<file path="src/sv/pbts_pkg.sv">
// Package for the priority bitmap task scheduler.
// Holds the item and result structs, the event kind codes and the decoded
// command type shared by the front end and the execution back end.
package pbts_pkg;

  // Event kind codes as they arrive on the input channel.
  localparam logic [2:0] KIND_CREATE = 3'd0;
  localparam logic [2:0] KIND_TICK   = 3'd1;
  localparam logic [2:0] KIND_DELAY  = 3'd2;
  localparam logic [2:0] KIND_LOCK   = 3'd3;
  localparam logic [2:0] KIND_UNLOCK = 3'd4;

  // The lock count stops counting here.
  localparam logic [7:0] LOCK_MAX = 8'd255;

  typedef struct packed {
    logic [2:0]  kind;
    logic [4:0]  prio;
    logic [31:0] ticks;
  } pbts_in_t;

  typedef struct packed {
    logic [4:0]  run_prio;
    logic        run_valid;
    logic        switched;
    logic [7:0]  lock_level;
    logic [31:0] ready_mask;
  } pbts_out_t;

  // Operations after classification by the front end.
  typedef enum logic [2:0] {
    OP_CREATE = 3'd0,
    OP_TICK   = 3'd1,
    OP_DELAY  = 3'd2,
    OP_LOCK   = 3'd3,
    OP_UNLOCK = 3'd4,
    OP_NOP    = 3'd5
  } pbts_op_t;

  typedef struct packed {
    pbts_op_t    op;
    logic [4:0]  prio;
    logic [31:0] ticks;
  } pbts_cmd_t;

endpackage

</file>
<file path="src/sv/priority_bitmap_task_scheduler.sv">
// Top level of the priority bitmap task scheduler.
// Instantiates pbts_front and pbts_back; types come from pbts_pkg.
//
//   Events enter on the input queue port: drive in_item and raise in_push;
//   the item is taken at a clock edge where in_push is high and in_full is
//   low. Kinds are create, tick, delay of the running task, lock and unlock.
//   Every item produces exactly one result, shown on out_item while
//   out_empty is low and removed at an edge where out_pop is high.
//   A two-entry command queue separates the front end from the execution
//   unit, so new items are taken while a result waits to be popped.
//   Create, lock, unlock and unknown kinds load their result directly;
//   delay and the unlock that releases the last lock level pass through a
//   reschedule state first; a tick walks the delay counter memory one
//   entry per cycle through its single read port and then reschedules.
//   The execution unit takes no new command until the last one has
//   produced its result, so that walk sets the sustained throughput.
//   Reset (rst_n low, synchronous) empties both queues, clears the bitmaps
//   and lock count and leaves the idle task running; no clearing pass is
//   needed. When the receiver stalls, the held result stays put, the
//   execution unit stops before producing another, and in_full rises.
module priority_bitmap_task_scheduler #(
  parameter int PRIO_COUNT  = 32,
  parameter int DELAY_WIDTH = 32
) (
  input  logic                clk,
  input  logic                rst_n,
  input  logic                in_push,
  output logic                in_full,
  input  pbts_pkg::pbts_in_t  in_item,
  output logic                out_empty,
  input  logic                out_pop,
  output pbts_pkg::pbts_out_t out_item
);
  import pbts_pkg::*;

  logic      cmd_valid;
  logic      cmd_pop;
  pbts_cmd_t cmd;

  pbts_front #(
    .PRIO_COUNT(PRIO_COUNT)
  ) u_front (
    .clk      (clk),
    .rst_n    (rst_n),
    .in_push  (in_push),
    .in_full  (in_full),
    .in_item  (in_item),
    .cmd_valid(cmd_valid),
    .cmd_pop  (cmd_pop),
    .cmd      (cmd)
  );

  pbts_back #(
    .PRIO_COUNT (PRIO_COUNT),
    .DELAY_WIDTH(DELAY_WIDTH)
  ) u_back (
    .clk      (clk),
    .rst_n    (rst_n),
    .cmd_valid(cmd_valid),
    .cmd_pop  (cmd_pop),
    .cmd      (cmd),
    .out_empty(out_empty),
    .out_pop  (out_pop),
    .out_item (out_item)
  );

endmodule

</file>
<file path="src/sv/pbts_front.sv">
// Front end of the task scheduler: accepts items, classifies them into
// commands and holds them in a two-entry queue for the back end.
// Depends on pbts_pkg.
module pbts_front #(
  parameter int PRIO_COUNT = 32
) (
  input  logic              clk,
  input  logic              rst_n,
  input  logic              in_push,
  output logic              in_full,
  input  pbts_pkg::pbts_in_t in_item,
  output logic              cmd_valid,
  input  logic              cmd_pop,
  output pbts_pkg::pbts_cmd_t cmd
);
  import pbts_pkg::*;

  pbts_cmd_t  q_r [2];
  logic       wr_ptr_r, wr_ptr_nxt;
  logic       rd_ptr_r, rd_ptr_nxt;
  logic [1:0] count_r, count_nxt;
  logic       push_ok;
  logic       pop_ok;
  pbts_cmd_t  dec;

  assign in_full   = (count_r == 2'd2);
  assign cmd_valid = (count_r != 2'd0);
  assign push_ok   = in_push && !in_full;
  assign pop_ok    = cmd_pop && cmd_valid;
  assign cmd       = q_r[rd_ptr_r];

  // Classification; a create for a slot beyond the last priority is dropped.
  always_comb begin
    dec.prio  = in_item.prio;
    dec.ticks = in_item.ticks;
    case (in_item.kind)
      KIND_CREATE: begin
        if ({1'b0, in_item.prio} < 6'(PRIO_COUNT)) begin
          dec.op = OP_CREATE;
        end else begin
          dec.op = OP_NOP;
        end
      end
      KIND_TICK:   dec.op = OP_TICK;
      KIND_DELAY:  dec.op = OP_DELAY;
      KIND_LOCK:   dec.op = OP_LOCK;
      KIND_UNLOCK: dec.op = OP_UNLOCK;
      default:     dec.op = OP_NOP;
    endcase
  end

  always_comb begin
    wr_ptr_nxt = push_ok ? ~wr_ptr_r : wr_ptr_r;
    rd_ptr_nxt = pop_ok ? ~rd_ptr_r : rd_ptr_r;
    count_nxt  = count_r + 2'(push_ok) - 2'(pop_ok);
  end

  always_ff @(posedge clk) begin
    if (!rst_n) begin
      wr_ptr_r <= 1'b0;
      rd_ptr_r <= 1'b0;
      count_r  <= 2'd0;
    end else begin
      wr_ptr_r <= wr_ptr_nxt;
      rd_ptr_r <= rd_ptr_nxt;
      count_r  <= count_nxt;
    end
  end

  always_ff @(posedge clk) begin
    if (push_ok) begin
      q_r[wr_ptr_r] <= dec;
    end
  end

endmodule

</file>
<file path="src/sv/pbts_back.sv">
// Back end of the task scheduler: executes commands against the bitmaps,
// the delay counter memory and the lock count, and holds the result register.
// Depends on pbts_pkg.
module pbts_back #(
  parameter int PRIO_COUNT  = 32,
  parameter int DELAY_WIDTH = 32
) (
  input  logic                clk,
  input  logic                rst_n,
  input  logic                cmd_valid,
  output logic                cmd_pop,
  input  pbts_pkg::pbts_cmd_t cmd,
  output logic                out_empty,
  input  logic                out_pop,
  output pbts_pkg::pbts_out_t out_item
);
  import pbts_pkg::*;

  localparam int IW = $clog2(PRIO_COUNT);

  typedef enum logic [2:0] {
    S_IDLE  = 3'b001,
    S_SWEEP = 3'b010,
    S_SCHED = 3'b100
  } state_t;

  state_t                  state_r, state_nxt;
  logic [PRIO_COUNT-1:0]   ready_r, ready_nxt;
  logic [PRIO_COUNT-1:0]   present_r, present_nxt;
  logic [7:0]              lock_r, lock_nxt;
  logic [4:0]              cur_prio_r, cur_prio_nxt;
  logic                    cur_vld_r, cur_vld_nxt;
  logic [IW-1:0]           idx_r, idx_nxt;

  // Delay counters: a memory plus one written flag per entry, so that an
  // entry never written since reset reads as zero.
  logic [DELAY_WIDTH-1:0]  mem [PRIO_COUNT];
  logic [PRIO_COUNT-1:0]   dvld_r;
  logic [DELAY_WIDTH-1:0]  rd_data_r;
  logic                    rd_vld_r;
  logic                    mem_we;
  logic [IW-1:0]           mem_waddr;
  logic [DELAY_WIDTH-1:0]  mem_wdata;
  logic [IW-1:0]           mem_raddr;
  logic [DELAY_WIDTH-1:0]  eff_delay;

  logic                    out_vld_r;
  pbts_out_t               out_r;
  logic                    out_load;
  logic                    out_free;
  logic                    sw;
  logic [4:0]              np;
  logic                    nv;

  assign out_empty = !out_vld_r;
  assign out_item  = out_r;
  assign out_free  = !out_vld_r || out_pop;
  assign eff_delay = rd_vld_r ? rd_data_r : '0;

  // Lowest ready index.
  always_comb begin
    np = 5'd0;
    nv = 1'b0;
    for (int i = PRIO_COUNT - 1; i >= 0; i--) begin
      if (ready_r[i]) begin
        np = 5'(i);
        nv = 1'b1;
      end
    end
  end

  always_comb begin
    state_nxt    = state_r;
    ready_nxt    = ready_r;
    present_nxt  = present_r;
    lock_nxt     = lock_r;
    cur_prio_nxt = cur_prio_r;
    cur_vld_nxt  = cur_vld_r;
    idx_nxt      = idx_r;
    mem_we       = 1'b0;
    mem_waddr    = '0;
    mem_wdata    = '0;
    mem_raddr    = '0;
    cmd_pop      = 1'b0;
    out_load     = 1'b0;
    sw           = 1'b0;
    case (state_r)
      S_IDLE: begin
        if (cmd_valid && out_free) begin
          cmd_pop = 1'b1;
          case (cmd.op)
            OP_CREATE: begin
              present_nxt[cmd.prio[IW-1:0]] = 1'b1;
              ready_nxt[cmd.prio[IW-1:0]]   = 1'b1;
              mem_we    = 1'b1;
              mem_waddr = cmd.prio[IW-1:0];
              out_load  = 1'b1;
            end
            OP_TICK: begin
              idx_nxt   = '0;
              state_nxt = S_SWEEP;
            end
            OP_DELAY: begin
              if (cur_vld_r) begin
                mem_we    = 1'b1;
                mem_waddr = cur_prio_r[IW-1:0];
                mem_wdata = cmd.ticks[DELAY_WIDTH-1:0];
                ready_nxt[cur_prio_r[IW-1:0]] = 1'b0;
              end
              state_nxt = S_SCHED;
            end
            OP_LOCK: begin
              if (lock_r != LOCK_MAX) begin
                lock_nxt = lock_r + 8'd1;
              end
              out_load = 1'b1;
            end
            OP_UNLOCK: begin
              if (lock_r != 8'd0) begin
                lock_nxt = lock_r - 8'd1;
              end
              if (lock_r == 8'd1) begin
                state_nxt = S_SCHED;
              end else begin
                out_load = 1'b1;
              end
            end
            default: out_load = 1'b1;
          endcase
        end
      end
      S_SWEEP: begin
        // rd_data_r holds entry idx_r; fetch the next one meanwhile.
        mem_raddr = IW'(idx_r + 1'b1);
        if (present_r[idx_r]) begin
          if (eff_delay != '0) begin
            mem_we    = 1'b1;
            mem_waddr = idx_r;
            mem_wdata = eff_delay - 1'b1;
          end else begin
            ready_nxt[idx_r] = 1'b1;
          end
        end
        if (idx_r == IW'(PRIO_COUNT - 1)) begin
          state_nxt = S_SCHED;
        end else begin
          idx_nxt = IW'(idx_r + 1'b1);
        end
      end
      S_SCHED: begin
        if (out_free) begin
          if (lock_r == 8'd0) begin
            sw           = (nv != cur_vld_r) || (nv && (np != cur_prio_r));
            cur_prio_nxt = np;
            cur_vld_nxt  = nv;
          end
          out_load  = 1'b1;
          state_nxt = S_IDLE;
        end
      end
      default: state_nxt = S_IDLE;
    endcase
  end

  always_ff @(posedge clk) begin
    if (!rst_n) begin
      state_r    <= S_IDLE;
      ready_r    <= '0;
      present_r  <= '0;
      lock_r     <= 8'd0;
      cur_prio_r <= 5'd0;
      cur_vld_r  <= 1'b0;
      idx_r      <= '0;
      dvld_r     <= '0;
      out_vld_r  <= 1'b0;
    end else begin
      state_r    <= state_nxt;
      ready_r    <= ready_nxt;
      present_r  <= present_nxt;
      lock_r     <= lock_nxt;
      cur_prio_r <= cur_prio_nxt;
      cur_vld_r  <= cur_vld_nxt;
      idx_r      <= idx_nxt;
      if (mem_we) begin
        dvld_r[mem_waddr] <= 1'b1;
      end
      if (out_load) begin
        out_vld_r <= 1'b1;
      end else if (out_pop) begin
        out_vld_r <= 1'b0;
      end
    end
  end

  always_ff @(posedge clk) begin
    if (mem_we) begin
      mem[mem_waddr] <= mem_wdata;
    end
    rd_data_r <= mem[mem_raddr];
    rd_vld_r  <= dvld_r[mem_raddr];
  end

  always_ff @(posedge clk) begin
    if (out_load) begin
      out_r.run_prio   <= cur_prio_nxt;
      out_r.run_valid  <= cur_vld_nxt;
      out_r.switched   <= sw;
      out_r.lock_level <= lock_nxt;
      out_r.ready_mask <= 32'(ready_nxt);
    end
  end

endmodule

</file>
<file path="config.mk">
export PLATFORM = sky130hd
export DESIGN_NAME = priority_bitmap_task_scheduler
export DESIGN_NICKNAME = d
export VERILOG_FILES = /design/src/sv/pbts_pkg.sv /design/src/sv/priority_bitmap_task_scheduler.sv /design/src/sv/pbts_front.sv /design/src/sv/pbts_back.sv
export SDC_FILE = /design/constraint.sdc
export NUM_CORES = 2
export LEC_CHECK = 0
export BUFFER_PORTS_ARGS = -buffer_cell sky130_fd_sc_hd__buf_2
export CAP_MARGIN = 25
export CORE_MARGIN = 3
export CORE_UTILIZATION = 40
export CTS_CLUSTER_DIAMETER = 150
export DETAILED_ROUTE_END_ITERATION = 12
export PLACE_DENSITY = 0.55
export SKIP_LAST_GASP = 1
export SYNTH_ARGS = -nofsm -noshare
export SYNTH_HDL_FRONTEND = slang
export SYNTH_SLANG_ARGS = --single-unit
</file>
<file path="constraint.sdc">
create_clock -name clk -period 6.8 [get_ports clk]
set_input_delay 0.68 -clock clk [delete_from_list [all_inputs] [get_ports clk]]
set_output_delay 0.68 -clock clk [all_outputs]
set_load 0.02 [all_outputs]
</file>
Word-level counts from Yosys, hierarchy flattened
Memories as Yosys holds them, arrays and structs flattened. A register that Yosys moved wholly into a read port is not among the register bits.
Index checks and enable logic that the tools add are counted.
{"block": "totals", "mem_count": 2, "output_inout_bits": 49, "inputBits": 44, "ramBits": 1104, "ff_bits": 171}
{"name": "u_back.mem", "words": 32, "word_bits": 32, "read_ports": 1, "rd_clocked_by_memory_dff": 1, "write_ports": 1, "line": "pbts_back.sv:37", "rtl": "logic [DELAY_WIDTH-1:0] mem [PRIO_COUNT];"}
{"name": "u_front.q_r", "words": 2, "word_bits": 40, "read_ports": 1, "rd_clocked_by_memory_dff": 1, "write_ports": 1, "line": "pbts_front.sv:18", "rtl": "pbts_cmd_t q_r [2];"}
{"block": "classes", "n_addsub": 6, "n_eq_ne": 24, "reduce_logical": 25, "mux": 139, "n_bitwise": 8, "n_lt_le_gt_ge": 9}
{"op": "2-to-1 mux 32 bit", "count": 10}
{"op": "2-to-1 mux 5 bit", "count": 43}
{"op": "case mux 32 bit (2 select lines)", "count": 3}
{"op": "OR 32 bit", "count": 4}
{"op": "2-to-1 mux 1 bit", "count": 58}
{"op": "bitwise AND 32 bit", "count": 1}
{"op": "2-to-1 mux 8 bit", "count": 4}
{"op": "NOT 32 bit", "count": 1}
{"op": "nonzero test 32 bit", "count": 1}
{"op": "subtractor 32 x 1 -> 32 bit (second input constant)", "count": 1}
{"op": "< comparator 5 x 6 -> 1 bit (second input constant)", "count": 5}
{"op": "case mux 5 bit (2 select lines)", "count": 3}
{"op": "demux 1 bit (select 5 bit)", "count": 4}
{"op": ">= comparator 5 x 1 -> 1 bit (second input constant)", "count": 4}
{"op": "case mux 3 bit (3 select lines)", "count": 2}
{"op": "case mux 8 bit (2 select lines)", "count": 1}
{"op": "equality test 3 x 2 -> 1 bit (second input constant)", "count": 5}
{"op": "case mux 3 bit (5 select lines)", "count": 1}
{"op": "2-to-1 mux 3 bit", "count": 4}
{"op": "binary-select mux 1 bit (select 5 bit)", "count": 2}
{"op": "equality test 3 x 1 -> 1 bit (second input constant)", "count": 3}
{"op": "equality test 3 bit (second input constant)", "count": 3}
{"op": "adder 8 x 1 -> 8 bit (second input constant)", "count": 1}
{"op": "equality test 8 x 1 -> 1 bit (second input constant)", "count": 1}
{"op": "other kinds (26)", "count": 46}

Longest topological paths before layout
{"block": "depth", "depth_word": 35, "ltp_mapped": 15, "ltp_nobuf": 10}

Modules after synthesis
Synthesis repeated with hierarchy kept, for this count alone.
{"block": "hier_totals", "cells_unflattened": 3624, "hier_area_um2": 52450.3}
{"mod": "pbts_back", "seq_area_each_um2": 35203.8, "area_each_um2": 49298.5, "n_inst": 1, "cells_each": 3470}
{"mod": "pbts_front", "seq_area_each_um2": 2502.4, "area_each_um2": 3151.8, "n_inst": 1, "cells_each": 154}

Worst setup path after synthesis
Ideal clock, no wire load.
{"block": "synth_timing", "kind": "flip-flop to flip-flop", "from": "reg u_back.rd_vld_r", "to": "mem u_back.mem[21][0], enable pin", "synth_period_minus_slack_ps": 6525, "path_stages_with_launch": 14, "setup_time_ps": 505, "slack_ps": 275, "t_arrival_ps": 6020, "n_path_buf": 5, "path_cell_list": "dfxtp_1 > clkbuf_1 > clkbuf_1 > clkbuf_1 > nand2_1 > ha_1 > clkbuf_1 > nor2b_1 > nand4b_1 > o41ai_4 > or4_1 > buf_6 > a2bb2oi_1 > nor4_1"}
{"block": "synth_via", "elab_chain_cells": 7, "elab_cells_between_ends": 10}
{"element": "start: declaration", "line": "pbts_back.sv:40", "rtl": "logic rd_vld_r;"}
{"element": "start signal: assignment", "line": "pbts_back.sv:200", "rtl": "rd_vld_r <= dvld_r[mem_raddr];"}
{"element": "2-to-1 mux 32 bit (*)", "line": "pbts_back.sv:58", "rtl": "assign eff_delay = rd_vld_r ? rd_data_r : '0;"}
{"element": "nonzero test 32 bit (*)", "line": "pbts_back.sv:136", "rtl": "if (eff_delay != '0) begin"}
{"element": "2-to-1 mux 1 bit", "line": "pbts_back.sv:136"}
{"element": "2-to-1 mux 1 bit", "line": "pbts_back.sv:135", "rtl": "if (present_r[idx_r]) begin"}
{"element": "case mux 1 bit (2 select lines)", "line": "pbts_back.sv:87", "rtl": "case (state_r)"}
{"element": "2-to-1 mux 1 bit", "line": "pbts_back.sv:196", "rtl": "if (mem_we) begin"}
{"element": "2-to-1 mux 1 bit (not written as such)", "line": "pbts_back.sv:197", "rtl": "mem[mem_waddr] <= mem_wdata;"}
{"element": "end: declaration", "line": "pbts_back.sv:37"}
Mark *: on every way between the ends. The rest lies on a longest branch, timed or not.

Worst setup path in the final report
{"block": "layout_timing", "from": "reg u_back.rd_vld_r", "to": "mem u_back.mem[3][13], enable pin"}
Same word-level chain as after synthesis.

==> flow_summary.json <==
{
  "ys_warn_count": 0,
  "design_area_um2": 60190,
  "slowest_stage": "nor2_4",
  "met1_usage_pct": 30.85,
  "wl_per_cell_um": 26.36,
  "drtIter0Drc": 3631,
  "grt_max_degree": 150,
  "gp_congestion": 0.8726,
  "ant_nets": 0,
  "syn_inst": 3924,
  "clock_latency_ns": 0.77,
  "crit_chain": "nand2_1 > ha_1 > nor2b_1 > nand4b_1 > o41ai_4 > or4_2 > o32a_1 > nor2_4 > buf_4",
  "place_inst": 5558,
  "cts_sinks": 1308,
  "finalHoldViolations": 0,
  "start_util_pct": 40.34,
  "coreArea_um2": 129800,
  "io_pins": 93,
  "die_h_um": 367.8,
  "drc": 0,
  "synth_edf_count": 1151,
  "fin_cells": 5822,
  "final_nets": 4025,
  "max_stage_delay_ns": 0.91,
  "crit_required_ns": 7.24,
  "syn_to_final_growth_pct": 14.93,
  "finalSetupViolCount": 0,
  "synth_ff_type": "edfxtp_1",
  "yosysTopAreaCell": "edfxtp_1",
  "clkTransAtPathRegs_ns": 0.06,
  "synth_area_um2": 52370,
  "regArea_um2": 37710,
  "finalPower_mw": 18.12,
  "ir_drop_v": 0.0002235,
  "grt-busiest-layer": "met2",
  "postCtsHoldBufs": 0,
  "cts_buffer_depth": 3,
  "grt_pass1_vias": 33270,
  "cts.repair.resized": 0,
  "yosysMostFrequentCell": "edfxtp_1",
  "finClkSkew_ns": 0.02313,
  "syn_nets": 3979,
  "arrival_ns": 5.50,
  "grtUsageMet3_pct": 3.758,
  "slew_viol_final": 0,
  "ys_ff_latch": 1308,
  "antenna_found_initial": 2,
  "fp.dieW_um": 367.8,
  "leakagePower_nw": 18.64,
  "final_core_utilization_pct": 46.37,
  "drive_above_1_share_pct": 12.48,
  "first_pass_iters": 6,
  "ys_top_cells_by_area": "edfxtp_1 66%, dfxtp_1 6.0%, o221ai_1 4.9%",
  "cts-root-buf": "clkbuf_16",
  "port_buffers": 92,
  "nFillCells": 11510,
  "worst_pin_slew_ns": 1.129,
  "critPathCaptureType": "register",
  "start_kind": "register",
  "numCtsBuffers": 139,
  "cts_tree": "built",
  "ys_async_sr_fraction_pct": 0,
  "cts_setup_buffers": 0,
  "multi_input_area_um2": 14110,
  "met2_usage_pct": 35.57,
  "hp-class": "input pin to register",
  "synth.distinct_cells": 79,
  "max_freq_ghz": 0.1974,
  "maxCapViolations": 0,
  "rsz0062_at_grt": "no",
  "status": "completed",
  "htree_levels": 4,
  "synth-seq-area-share_pct": 72.00,
  "syn_area_per_cell_um2": 13.35,
  "num_vias": 34530,
  "via_per_inst": 5.931,
  "rows": 132,
  "track_usage_pct": 22.26,
  "cellPowerDensity_nw_per_um2": 301.1,
  "slew_headroom_pct": 24.76,
  "die-area_um2": 135300,
  "cp_max_fo": 46,
  "finalWirelength_mm": 153.5,
  "grt_pass1_wl_mm": 226.2,
  "critPathKind": "register to register",
  "dp_hpwl_mm": 88.24,
  "placed_cell_area_um2": 55530,
  "min_period_over_period_pct": 74.50,
  "yosys-top-cells-count": "1151 x edfxtp_1, 614 x nand2_1, 292 x o221ai_1",
  "period_needed_ns": 5.066,
  "holdWs_ns": 0.1007,
  "synth_top_area_share_pct": 66.00,
  "post-place-ws_ns": 1.823,
  "overflow": 0,
  "setup_slack_ns": 1.734,
  "fin_setup_tns_ns": 0
}
==> flip-flops by register name, summed over array words and instances, names as in the netlist, named ones only <==
signal and count:
u_back.out_item 47, u_back.state_r 3, u_front.rd_ptr_r 1, u_back.rd_vld_r 1, u_front.q_r 80, u_back.mem 1024, u_back.out_vld_r 1, u_back.idx_r 5
u_back.ready_r 32, u_back.lock_r 8, u_back.rd_data_r 32, u_front.count_r 2, u_back.cur_prio_r 5, u_back.present_r 32, u_front.wr_ptr_r 1, u_back.cur_vld_r 1
u_back.dvld_r 32
==> final timing paths <==
| path | start | to | slack, ns | cells after the start |
|---|---|---|---|---|
| setup / recovery | u_back.rd_vld_r | u_back.mem[3][13] | 1.73 | 9 |
| hold / removal | in_item[19] | u_front.q_r[1][19] | 0.10 | 1 |
| setup reg to reg | u_back.rd_vld_r | u_back.mem[3][13] | 1.73 | 9 |
| hold reg to reg | u_back.dvld_r[24] | u_back.dvld_r[24] | 0.45 | 2 |
==> critical path, delay by kind of cell, from the launching register on <==
kind / cells / cell delay, ns
buffers and inverters: 1 / 0.42
flip-flops: 1 / 0.85
AND/OR/NAND/NOR: 5 / 2.23
adder cells (fa/ha/maj): 1 / 0.35
AO/OA/AOI/OAI: 2 / 0.85
==> kinds of logic after synthesis <==
logic type | share of synthesized area, %
fa+ha+maj | 0.2628
flops | 72.00
xor+xnor | 0.4014
simple gates | 10.72
compound gates | 12.87
mux | 1.383
buf+inv | 2.365
==> where the power goes <==
group          internal (mW)  total, mW  switching (mW)
registers               8.96       9.09           0.131
logic                  0.463       1.62            1.16
clock network           4.26       7.41            3.16
==> layout make-up <==
class,instances,area share (%)
flip-flops and latches,1308,62.65
multi-input cells,2294,23.44
clock buffers,197,6.487
well taps,1742,3.621
repair buffers,201,2.769
clock inverters,53,0.8668
inverters,26,0.1621
diodes,1,0.004157
==> cells in the final DEF (no fill, tap or decap), types with 14 or more instances in the layout <==
cell type / instances
edfxtp_1: 1151
nand2_1: 611
o221ai_1: 292
nand3_1: 284
a21oi_1: 219
dfxtp_1: 154
clkbuf_16: 146
nor2_1: 134
buf_2: 93
a31oi_1: 80
buf_4: 77
o21ai_0: 69
a311oi_1: 67
and2_1: 55
clkbuf_1: 45
mux2i_1: 42
a211oi_1: 35
a21o_1: 35
o21a_1: 35
buf_12: 29
nor2_4: 26
inv_1: 22
clkinv_1: 22
nor3_1: 21
o22ai_4: 19
nand2b_1: 18
o22ai_1: 14
==> layer usage <==
metal,vias to the layer above,wire length (um)
li1,15350,-
met1,17530,65410
met2,1384,72580
met3,267,10660
met4,2,4831
met5,-,13
Note: power is estimated with default switching activity, not from simulation.
